$ cat config.mk
export PLATFORM = sky130hd
export DESIGN_NAME = eller_maze_row_generator_unit
export DESIGN_NICKNAME = d
export VERILOG_FILES = /design/src/design/emr_pkg.sv /design/src/design/eller_maze_row_generator_unit.sv
export SDC_FILE = /design/constraint.sdc
export NUM_CORES = 2
export LEC_CHECK = 0
export BUFFER_PORTS_ARGS = -buffer_cell sky130_fd_sc_hd__buf_2
export CAP_MARGIN = 20
export CORE_AREA = 2 2 377 379
export DETAILED_ROUTE_END_ITERATION = 16
export DIE_AREA = 0 0 379 381
export GPL_TIMING_DRIVEN = 1
export PLACE_DENSITY_LB_ADDON = 0.12
export SKIP_CTS_REPAIR_TIMING = 1
export SLEW_MARGIN = 20
export SYNTH_ARGS = -nofsm -noshare
export SYNTH_HDL_FRONTEND = slang
export SYNTH_SLANG_ARGS = --single-unit
export TNS_END_PERCENT = 50
$ cat constraint.sdc
create_clock -name clock -period 8.8 [get_ports clock]
set_clock_uncertainty 0.1 [all_clocks]
set_input_delay 0.44 -clock clock [delete_from_list [all_inputs] [get_ports clock]]
set_output_delay 0.44 -clock clock [all_outputs]
set_load 0.01 [all_outputs]
$ cat src/design/emr_pkg.sv
`timescale 1ns / 1ps
// ----------------------------------------------------------------------------
// emr_pkg
// Shared widths, register indexes and defaults of the maze row generator.
// ----------------------------------------------------------------------------
package emr_pkg;

   localparam int DATA_W       = 64;
   localparam int LBL_W        = 13;
   localparam int CSR_W        = 7;
   localparam int MAX_COLS_DEF = 64;
   localparam int MAX_ROWS_DEF = 64;

   localparam logic [CSR_W-1:0] ROW_COUNT_RST = 7'd2;
   localparam logic [CSR_W-1:0] COL_COUNT_RST = 7'd64;

   typedef enum logic {
      REG_ROW_COUNT = 1'b0,
      REG_COL_COUNT = 1'b1
   } reg_idx_type;

endpackage

$ cat src/design/eller_maze_row_generator_unit.sv
`timescale 1ns / 1ps
// ----------------------------------------------------------------------------
// eller_maze_row_generator_unit
// Builds one maze row per request beat with Eller's scheme; set labels are
// kept in a label memory that is read, modified and written back.
// ----------------------------------------------------------------------------
// Usage:
//   req channel carries two random words (right and bottom decisions); each
//   accepted beat yields one rsp beat with the row's right and bottom walls and
//   a last-row flag. The csr port sets rows per maze and columns per row; write
//   it only while the unit is idle.
//   One row is processed at a time. With C columns in use, a row takes an
//   init pass (all MAX_COLS entries on the first row of a maze, C otherwise),
//   a right-wall pass with one label sweep per set merge, and one open-cell
//   count per bottom attempt; the last row adds another right-wall pass.
//   Each merge and each open-cell count sweeps the C label entries in use:
//   each entry is read, then a merge writes it back if it holds the old set.
//   The first row of every maze rewrites the whole label memory, so no
//   clearing pass is needed after reset.
//   Reset returns the registers to two rows and 64 columns and starts a new
//   maze. A finished row waits in the output register while rsp_stall is high;
//   the next request is taken once the finished row has moved into that register.
// ----------------------------------------------------------------------------
module eller_maze_row_generator_unit #(
   parameter int MAX_COLS = emr_pkg::MAX_COLS_DEF,
   parameter int MAX_ROWS = emr_pkg::MAX_ROWS_DEF
) (
   input  logic                        clock,
   input  logic                        reset,
   input  logic                        req_valid,
   output logic                        req_stall,
   input  logic [emr_pkg::DATA_W-1:0]  req_right_random,
   input  logic [emr_pkg::DATA_W-1:0]  req_bottom_random,
   output logic                        rsp_valid,
   input  logic                        rsp_stall,
   output logic [emr_pkg::DATA_W-1:0]  rsp_right_walls,
   output logic [emr_pkg::DATA_W-1:0]  rsp_bottom_walls,
   output logic                        rsp_last_row,
   input  logic                        csr_we,
   input  emr_pkg::reg_idx_type        csr_index,
   input  logic [emr_pkg::CSR_W-1:0]   csr_wdata
);
   import emr_pkg::*;

   localparam int CW  = $clog2(MAX_COLS);
   localparam int NW  = CW + 1;
   localparam int RIW = $clog2(MAX_ROWS);

   typedef enum logic [3:0] {
      S_IDLE, S_INIT, S_RC_RD, S_RC_EX, S_RN_RD, S_RN_EX, S_M_RD, S_M_EX,
      S_BS, S_BI_RD, S_BI_EX, S_BC_RD, S_BC_EX, S_DONE
   } state_type;

   logic [LBL_W-1:0] lab_mem [MAX_COLS];
   logic [LBL_W-1:0] rd_data_ff;
   logic             mem_we;
   logic [LBL_W-1:0] mem_wd;

   state_type        state_ff, state_in;
   logic [NW-1:0]    i_ff, i_in, j_ff, j_in, cols_ff, cols_in;
   logic [LBL_W-1:0] cur_ff, cur_in, from_ff, from_in, nl_ff, nl_in;
   logic [1:0]       cnt_ff, cnt_in;
   logic             lastph_ff, lastph_in, last_ff, last_in, row0_ff, row0_in;
   logic [MAX_COLS-1:0] rr_ff, rr_in, br_ff, br_in, rw_ff, rw_in, bw_ff, bw_in;
   logic [MAX_COLS-1:0] prior_ff, prior_in;
   logic [RIW-1:0]   row_ff, row_in;
   logic [CSR_W-1:0] row_count_ff, row_count_in, col_count_ff, col_count_in;
   logic             rsp_valid_ff, rsp_valid_in, rsp_last_ff, rsp_last_in;
   logic [DATA_W-1:0] rsp_right_ff, rsp_right_in, rsp_bottom_ff, rsp_bottom_in;

   logic [CSR_W-1:0] cols_c;
   logic [31:0]      rows_c;
   logic             last_c;
   logic [MAX_COLS-1:0] mask_c, top_c;
   logic             adv, merge_c, hit_c;
   logic [1:0]       cnt_n;

   always_ff @(posedge clock) begin
      rd_data_ff <= lab_mem[j_ff[CW-1:0]];
      if (mem_we) begin
         lab_mem[j_ff[CW-1:0]] <= mem_wd;
      end
   end

   always_comb begin
      cols_c = (col_count_ff == '0) ? CSR_W'(1) :
               ((32'(col_count_ff) > MAX_COLS) ? CSR_W'(MAX_COLS) : col_count_ff);
      rows_c = (row_count_ff < CSR_W'(2)) ? 32'd2 :
               ((32'(row_count_ff) > MAX_ROWS) ? 32'(MAX_ROWS) : 32'(row_count_ff));
      last_c = (32'(row_ff) + 32'd1) >= rows_c;
      for (int k = 0; k < MAX_COLS; k++) begin
         mask_c[k] = NW'(k) < cols_ff;
         top_c[k]  = NW'(k) == NW'(cols_ff - NW'(1));
      end
   end

   always_comb begin
      state_in      = state_ff;
      i_in          = i_ff;
      j_in          = j_ff;
      cols_in       = cols_ff;
      cur_in        = cur_ff;
      from_in       = from_ff;
      nl_in         = nl_ff;
      cnt_in        = cnt_ff;
      lastph_in     = lastph_ff;
      last_in       = last_ff;
      row0_in       = row0_ff;
      rr_in         = rr_ff;
      br_in         = br_ff;
      rw_in         = rw_ff;
      bw_in         = bw_ff;
      prior_in      = prior_ff;
      row_in        = row_ff;
      row_count_in  = row_count_ff;
      col_count_in  = col_count_ff;
      rsp_valid_in  = rsp_valid_ff;
      rsp_last_in   = rsp_last_ff;
      rsp_right_in  = rsp_right_ff;
      rsp_bottom_in = rsp_bottom_ff;
      mem_we        = 1'b0;
      mem_wd        = cur_ff;
      adv           = 1'b0;
      merge_c       = 1'b0;
      hit_c         = 1'b0;
      cnt_n         = cnt_ff;

      if (csr_we) begin
         case (csr_index)
            REG_ROW_COUNT: row_count_in = csr_wdata;
            REG_COL_COUNT: col_count_in = csr_wdata;
            default: ;
         endcase
      end

      if (rsp_valid_ff && !rsp_stall) begin
         rsp_valid_in = 1'b0;
      end

      case (state_ff)
         S_IDLE: begin
            if (req_valid) begin
               rr_in    = req_right_random[MAX_COLS-1:0];
               br_in    = req_bottom_random[MAX_COLS-1:0];
               cols_in  = cols_c[NW-1:0];
               last_in  = last_c;
               row0_in  = row_ff == '0;
               rw_in    = '0;
               bw_in    = '0;
               j_in     = '0;
               state_in = S_INIT;
            end
         end
         S_INIT: begin
            if (row0_ff) begin
               mem_we = 1'b1;
               if (j_ff < cols_ff) begin
                  mem_wd = nl_ff;
                  nl_in  = nl_ff + LBL_W'(1);
               end else begin
                  mem_wd = '0;
               end
            end else if (prior_ff[j_ff[CW-1:0]]) begin
               mem_we = 1'b1;
               mem_wd = nl_ff;
               nl_in  = nl_ff + LBL_W'(1);
            end
            if ((row0_ff && j_ff == NW'(MAX_COLS - 1)) ||
                (!row0_ff && NW'(j_ff + NW'(1)) >= cols_ff)) begin
               if (cols_ff >= NW'(2)) begin
                  lastph_in = 1'b0;
                  j_in      = '0;
                  state_in  = S_RC_RD;
               end else begin
                  i_in     = '0;
                  state_in = S_BS;
               end
            end else begin
               j_in = j_ff + NW'(1);
            end
         end
         S_RC_RD: state_in = S_RC_EX;
         S_RC_EX: begin
            cur_in   = rd_data_ff;
            i_in     = '0;
            j_in     = NW'(1);
            state_in = S_RN_RD;
         end
         S_RN_RD: state_in = S_RN_EX;
         S_RN_EX: begin
            merge_c = lastph_ff ? (cur_ff != rd_data_ff) :
                      !(rr_ff[i_ff[CW-1:0]] || cur_ff == rd_data_ff);
            if (!lastph_ff && !merge_c) begin
               rw_in[i_ff[CW-1:0]] = 1'b1;
            end
            if (lastph_ff && merge_c) begin
               rw_in[i_ff[CW-1:0]] = 1'b0;
            end
            if (merge_c) begin
               from_in  = rd_data_ff;
               j_in     = '0;
               state_in = S_M_RD;
            end else begin
               cur_in = rd_data_ff;
               adv    = 1'b1;
            end
         end
         S_M_RD: state_in = S_M_EX;
         S_M_EX: begin
            if (rd_data_ff == from_ff) begin
               mem_we = 1'b1;
               mem_wd = cur_ff;
            end
            if (NW'(j_ff + NW'(1)) >= cols_ff) begin
               adv = 1'b1;
            end else begin
               j_in     = j_ff + NW'(1);
               state_in = S_M_RD;
            end
         end
         S_BS: begin
            if (i_ff >= cols_ff) begin
               if (last_ff && cols_ff >= NW'(2)) begin
                  lastph_in = 1'b1;
                  j_in      = '0;
                  state_in  = S_RC_RD;
               end else begin
                  state_in = S_DONE;
               end
            end else if (br_ff[i_ff[CW-1:0]]) begin
               j_in     = i_ff;
               state_in = S_BI_RD;
            end else begin
               i_in = i_ff + NW'(1);
            end
         end
         S_BI_RD: state_in = S_BI_EX;
         S_BI_EX: begin
            from_in  = rd_data_ff;
            j_in     = '0;
            cnt_in   = '0;
            state_in = S_BC_RD;
         end
         S_BC_RD: state_in = S_BC_EX;
         S_BC_EX: begin
            hit_c = (rd_data_ff == from_ff) && !bw_ff[j_ff[CW-1:0]];
            cnt_n = hit_c ? ((cnt_ff == 2'd0) ? 2'd1 : 2'd2) : cnt_ff;
            if (NW'(j_ff + NW'(1)) >= cols_ff) begin
               if (cnt_n == 2'd2) begin
                  bw_in[i_ff[CW-1:0]] = 1'b1;
               end
               i_in     = i_ff + NW'(1);
               state_in = S_BS;
            end else begin
               cnt_in   = cnt_n;
               j_in     = j_ff + NW'(1);
               state_in = S_BC_RD;
            end
         end
         S_DONE: begin
            if (!rsp_valid_ff || !rsp_stall) begin
               rsp_valid_in  = 1'b1;
               rsp_last_in   = last_ff;
               rsp_right_in  = DATA_W'((rw_ff & mask_c) | top_c);
               rsp_bottom_in = DATA_W'(last_ff ? mask_c : bw_ff);
               if (last_ff) begin
                  row_in   = '0;
                  nl_in    = LBL_W'(1);
                  prior_in = '0;
               end else begin
                  row_in   = row_ff + RIW'(1);
                  prior_in = bw_ff;
               end
               state_in = S_IDLE;
            end
         end
         default: state_in = S_IDLE;
      endcase

      if (adv) begin
         i_in = i_ff + NW'(1);
         if (NW'(i_ff + NW'(2)) < cols_ff) begin
            j_in     = NW'(i_ff + NW'(2));
            state_in = S_RN_RD;
         end else if (lastph_ff) begin
            state_in = S_DONE;
         end else begin
            i_in     = '0;
            state_in = S_BS;
         end
      end
   end

   always_ff @(posedge clock) begin
      if (reset) begin
         state_ff     <= S_IDLE;
         rsp_valid_ff <= 1'b0;
         row_ff       <= '0;
         nl_ff        <= LBL_W'(1);
         prior_ff     <= '0;
         row_count_ff <= ROW_COUNT_RST;
         col_count_ff <= COL_COUNT_RST;
         lastph_ff    <= 1'b0;
      end else begin
         state_ff     <= state_in;
         rsp_valid_ff <= rsp_valid_in;
         row_ff       <= row_in;
         nl_ff        <= nl_in;
         prior_ff     <= prior_in;
         row_count_ff <= row_count_in;
         col_count_ff <= col_count_in;
         lastph_ff    <= lastph_in;
      end
      i_ff          <= i_in;
      j_ff          <= j_in;
      cols_ff       <= cols_in;
      cur_ff        <= cur_in;
      from_ff       <= from_in;
      cnt_ff        <= cnt_in;
      last_ff       <= last_in;
      row0_ff       <= row0_in;
      rr_ff         <= rr_in;
      br_ff         <= br_in;
      rw_ff         <= rw_in;
      bw_ff         <= bw_in;
      rsp_last_ff   <= rsp_last_in;
      rsp_right_ff  <= rsp_right_in;
      rsp_bottom_ff <= rsp_bottom_in;
   end

   assign req_stall        = state_ff != S_IDLE;
   assign rsp_valid        = rsp_valid_ff;
   assign rsp_right_walls  = rsp_right_ff;
   assign rsp_bottom_walls = rsp_bottom_ff;
   assign rsp_last_row     = rsp_last_ff;

endmodule

Word level (Yosys, flattened, before mapping)
Memories as Yosys holds them, arrays and structs flattened. A register that Yosys moved wholly into a read port is not among the register bits.
Cells that the tools add are included.
Storage, ports and cells
  memories kept: 1
  memory bits (writable): 832
  logic and storage cells: 361
  register bits: 539
Memories
  lab_mem: words 64, bits a word 13, read ports 1, clocked after memory_dff 1, wr ports 1, line eller_maze_row_generator_unit.sv:54  | logic [LBL_W-1:0] lab_mem [MAX_COLS];
Operators by class
  magnitude comparators: 76
  bitwise gates (word level): 7
  equal/unequal tests: 105
  multiplexer cells: 94
  reduce and logical (&&, ||, !) cells: 47
  $add $sub $neg: 7
Operators with widths (count)
  two-way mux 64 bit: 8
  one-hot mux 64 bit (2 select lines): 2
  == test 6 x 7 -> 1 bit, first input constant: 32
  less-than comparator 6 x 7 -> 1 bit, first input constant: 32
  OR 64 bit: 3
  two-way mux 7 bit: 21
  two-way mux 13 bit: 11
  bitwise AND 64 bit: 2
  == test 5 x 7 -> 1 bit, first input constant: 16
  less-than comparator 5 x 7 -> 1 bit, first input constant: 16
  one-hot mux 13 bit (2 select lines): 3
  inverter 64 bit: 1
  == test 4 x 7 -> 1 bit, first input constant: 8
  less-than comparator 4 x 7 -> 1 bit, first input constant: 8
  one-hot mux 4 bit (14 select lines): 1
  one-hot mux 7 bit (7 select lines): 1
  two-way mux 4 bit: 11
  inequality test 3 bit, second input constant: 11
  == test 3 x 7 -> 1 bit, first input constant: 4
  less-than comparator 3 x 7 -> 1 bit, first input constant: 4
  one-hot mux 7 bit (4 select lines): 1
  == test 13 bit: 2
  binary-select mux 1 bit (select 6 bit): 4
  == test 4 bit, second input constant: 6
  other kinds (48): 128

Depth between registers and ports, before layout
  depth in word-level cells: 12
  depth in mapped cells: 18

Worst setup path before layout
Ideal clock, no wire load.
  path kind: register to register
  from: register j_ff[2]
  to: register bw_ff[0] (enable)
  stages on the path, launching flop included: 14
  setup slack: 2497 ps
  data required time: 8210 ps
  arrival: 5713 ps
  period minus slack after synthesis: 6303 ps
  cell sequence: dfxtp_1 -> buf_2 -> buf_1 -> and3_1 -> clkbuf_1 -> clkbuf_1 -> buf_2 -> nand3_1 -> xnor2_1 -> ha_1 -> o21a_1 -> o22ai_1 -> a21o_1 -> o31ai_2
Between the ends
  word-level cells in the longest chain between the ends: 8
  elaborated cells on any way between the ends: 11
  those cells by class: 1 x add/sub; 1 x order compare; 3 x eq/ne; 3 x mux; 3 x reduce/logical
RTL lines
  start, declared: line eller_maze_row_generator_unit.sv:60  | logic [NW-1:0] i_ff, i_in, j_ff, j_in, cols_ff, cols_in;
  start signal, assigned: line eller_maze_row_generator_unit.sv:315  | j_ff <= j_in;
  binary-select mux 1 bit (select 6 bit): line eller_maze_row_generator_unit.sv:246  | hit_c = (rd_data_ff == from_ff) && !bw_ff[j_ff[CW-1:0]];
  two-way mux 1 bit (implied by the code): line eller_maze_row_generator_unit.sv:246
  zero test 1 bit: line eller_maze_row_generator_unit.sv:246
  logical AND 1 bit: line eller_maze_row_generator_unit.sv:246
  two-way mux 2 bit: line eller_maze_row_generator_unit.sv:247  | cnt_n = hit_c ? ((cnt_ff == 2'd0) ? 2'd1 : 2'd2) : cnt_ff;
  == test 2 bit: line eller_maze_row_generator_unit.sv:249  | if (cnt_n == 2'd2) begin
  inequality test 2 bit (no source line)
  AND reduction 4 bit (no source line) (*)
  end signal, assigned: line eller_maze_row_generator_unit.sv:325  | bw_ff <= bw_in;
  end, declared: line eller_maze_row_generator_unit.sv:64  | logic [MAX_COLS-1:0] rr_ff, rr_in, br_ff, br_in, rw_ff, rw_in, bw_ff, bw_in;
Every way passes the cells marked *; elsewhere a longest branch is shown, timed or not. The select of a mux whose other input is x is not followed.
A chain may end at the register's enable or synchronous reset.

Worst setup path after layout
  from: register j_ff[5]
  to: memory lab_mem[63][8] (enable)
Between the ends
  word-level cells in the longest chain between the ends: 7
RTL lines
  binary-select mux 1 bit (select 6 bit): line eller_maze_row_generator_unit.sv:163  | end else if (prior_ff[j_ff[CW-1:0]]) begin
  two-way mux 1 bit (implied by the code): line eller_maze_row_generator_unit.sv:163
  two-way mux 1 bit: line eller_maze_row_generator_unit.sv:163
  two-way mux 1 bit: line eller_maze_row_generator_unit.sv:155  | if (row0_ff) begin
  one-hot mux 1 bit (2 select lines): line eller_maze_row_generator_unit.sv:140  | case (state_ff)
  two-way mux 1 bit: line eller_maze_row_generator_unit.sv:80  | if (mem_we) begin
  two-way mux 1 bit (implied by the code): line eller_maze_row_generator_unit.sv:81  | lab_mem[j_ff[CW-1:0]] <= mem_wd;
  end, declared: line eller_maze_row_generator_unit.sv:54
Parallel ways exist; a longest one is shown, timed or not. The select of a mux whose other input is x is not followed.

==> metrics.cfg <==
[timing]
rsz0062_at_grt=false
worst_hold_slack_ps=-24.0
fin_ws_ps=3020
max_slew_margin=0.207
tns_ps=0
finalCriticalPeriod_ps=5780
fin_crit_sh=0.657
hold_viol=1
finalSetupViolCount=0
finalMaxSlewViolations=0
worst_slew_pin_slew_ps=1180
max_freq_ghz=0.173

[synthesis]
synth_xor_area_frac=0.00691
synth_seq_cells=1384
syn_nets=4130
synth-main-ff-cell=edfxtp_1
synthesis.yosys.warnings=0
netlist_area_um2=55800
muxShareOfSynthArea=0.0235
synth-edff-count=1261
netlist-cell-type-count=81
yosys.area_share.simple=0.0787
synth.top_cells.by_area=edfxtp_1, dfxtp_1, a22oi_1, nor2_1, a21oi_1
async_flop_share=0
synthCells=3946
ys_seq_area_frac=0.723
synth_top_family_by_area=compound AO/OA/AOI/OAI gates
yosysTopAreaCell=edfxtp_1
synth_fa_ha_area_frac=0.00964
synth.top_cell.area_share=0.679
synthMostInstantiatedCell=edfxtp_1
synth-compound-area-share=0.134
synth.avg_cell_area_um2=14.1
synth_common_cells=edfxtp_1, nor2_1, a22oi_1

[pwr]
power.net_switching_mw=7.22
power_frac_comb=0.269
leakagePower_nw=21.5
swShare=0.348
clock_power_share=0.307
power.internal_mw=13.5
power_density_nw_per_um2=315
seqPwrFrac=0.424
peakVddDrop_mv=0.253

[run_status]
violations=negative hold slack
status=finished with violations

[critical_path]
end_kind=flip-flop
arrival_ps=6060
required_ps=9080
setup.worst_path.class=reg2reg
max_stage_delay_ps=1130
critical_path.top_delay_family=simple AND/OR/NAND/NOR gates
startpoint_type=flip-flop
crit_fanout=30
crit_buf_inv=1
path_cells=nand3_1 -> o22a_1 -> nand4_1 -> o31ai_4 -> buf_4 -> o21ai_1 -> nand2_1 -> nor2_1
cp_slowest_cell=nor2_1

[placed_design]
gp_congestion=0.910
place_inst=5923
numPortBuffers=271
hpwl_mm=115
post-place-ws_ps=3270

[cells_and_area]
layoutNonFillerInstCount=6351
area_growth_pct=17.9
final_layout_size_suffix_gt1_frac=0.159
fin_nets=4515
nFillCells=12488

[die]
io-pin-count=272
die_w_um=379
initial_core_util=0.397
rows=138
core-area_um2=141000
die-height_um=381
die-area_um2=144000

[routing]
avgViaCountPerCell=5.82
drtAntennaViolNets=0
firstDrtPassIters=6
drc=0
num_vias=36945
wl_per_cell_um=28.8
drt_iter0_drc=4647
routed_wl_mm=183

[clocking]
numCtsBuffers=150
clockBufferDepth=3
cts.reportedPaths.clkPinSlew_ps=60
htreeDepth=4
cts_root_buf=clkbuf_16
clk_latency_ps=780
cts_tree=yes
clock-sinks=1384

[job]
drv_cap=0

[global_routing]
overflow=0
track_usage=0.247
grt_pass1_wl_mm=259
antenna_found_initial=5
grt_max_degree=149
grt_pass1_vias=35049

[min_path]
hp-class=in2reg

area by class of cell:
class,instances,area [µm²],area share
Sequential cell,1384,40300,0.613
Multi-Input combinational cell,2230,14400,0.220
Clock buffer,188,4110,0.0625
Timing Repair Buffer,482,3370,0.0512
Tap cell,1890,2360,0.0359
Clock inverter,91,855,0.0130
Inverter,83,319,0.00485
Antenna cell,3,7.51,0.000114
routing by layer:
| layer | share of wire | track usage | up-vias |
|---|---|---|---|
| met3 | 0.073 | 0.0423 | 305 |
| met4 | 0.032 | 0.0783 | 2 |
| met2 | 0.48 | 0.400 | 1680 |
| li1 | - | - | 16283 |
| met5 | 0.000071 | 0 | - |
| met1 | 0.42 | 0.340 | 18675 |
per-stage QoR:
step | util | instance area [µm²] | total power [mW] | hold WS [ps]
final | 0.468 | 65800 | 20.7 | -24.0
after global routing | 0.468 | 65800 | 21.5 | 9.83
after CTS | 0.457 | 64200 | 20.7 | -304
after detailed placement | 0.422 | 59300 | 14.4 | 364
after global placement | 0.422 | 59300 | 14.4 | 360
after floorplan | - | 55800 | 11.9 | 324
tightest hold or removal path, stage by stage:
cell and delay, ps:
buf_2 100, nand2_1 150, a21oi_1 90
registers in the layout (all words and copies together), names as in the netlist, 2 cells and up:
| name | count |
|---|---|
| from_ff | 13 |
| i_ff | 7 |
| rsp_right_walls | 64 |
| row_ff | 6 |
| prior_ff | 64 |
| state_ff | 4 |
| nl_ff | 13 |
| br_ff | 64 |
| rr_ff | 64 |
| rd_data_ff | 13 |
| row_count_ff | 7 |
| rsp_bottom_walls | 64 |
| j_ff | 7 |
| cur_ff | 13 |
| col_count_ff | 7 |
| cnt_ff | 2 |
| rw_ff | 64 |
| bw_ff | 64 |
| cols_ff | 7 |
| lab_mem | 832 |
power by group through the flow:
stage | clock network (mW) | registers, mW | logic (mW)
finish | 6.37 | 8.79 | 5.58
global route | 6.71 | 8.84 | 5.90
CTS | 6.46 | 8.78 | 5.50
detailed placement | 0 | 8.91 | 5.49
global placement | 0 | 8.90 | 5.49
floorplan | 0 | 8.73 | 3.16
layout by cell type (no fill, tap or decap), types with 79 or more instances in the layout:
master and n:
dfxtp_1 120, nor2_1 434, a22o_1 79, dlygate4sd3_1 144
clkbuf_16 158, nand2_1 210, edfxtp_1 1261, a31oi_1 90
buf_2 270, a21oi_1 256, a22oi_1 290
worst paths after layout:
kind | slack (ps) | endpoint | start | cells after the start
setup / recovery | 3020 | lab_mem[63][8] | j_ff[5] | 8
hold / removal | -20 | rsp_valid | rsp_stall | 3
setup reg to reg | 3020 | lab_mem[63][8] | j_ff[5] | 8
hold reg to reg | 370 | col_count_ff[4] | col_count_ff[4] | 2
cell families after synthesis:
logic type	count (synthesis)
AO/OA/AOI/OAI	1083
adder cells (fa/ha/maj)	43
AND/OR/NAND/NOR	984
XOR/XNOR	44
flip-flops	1384
multiplexers	76
buffers and inverters	332
Note: power is estimated with default switching activity, not from simulation.
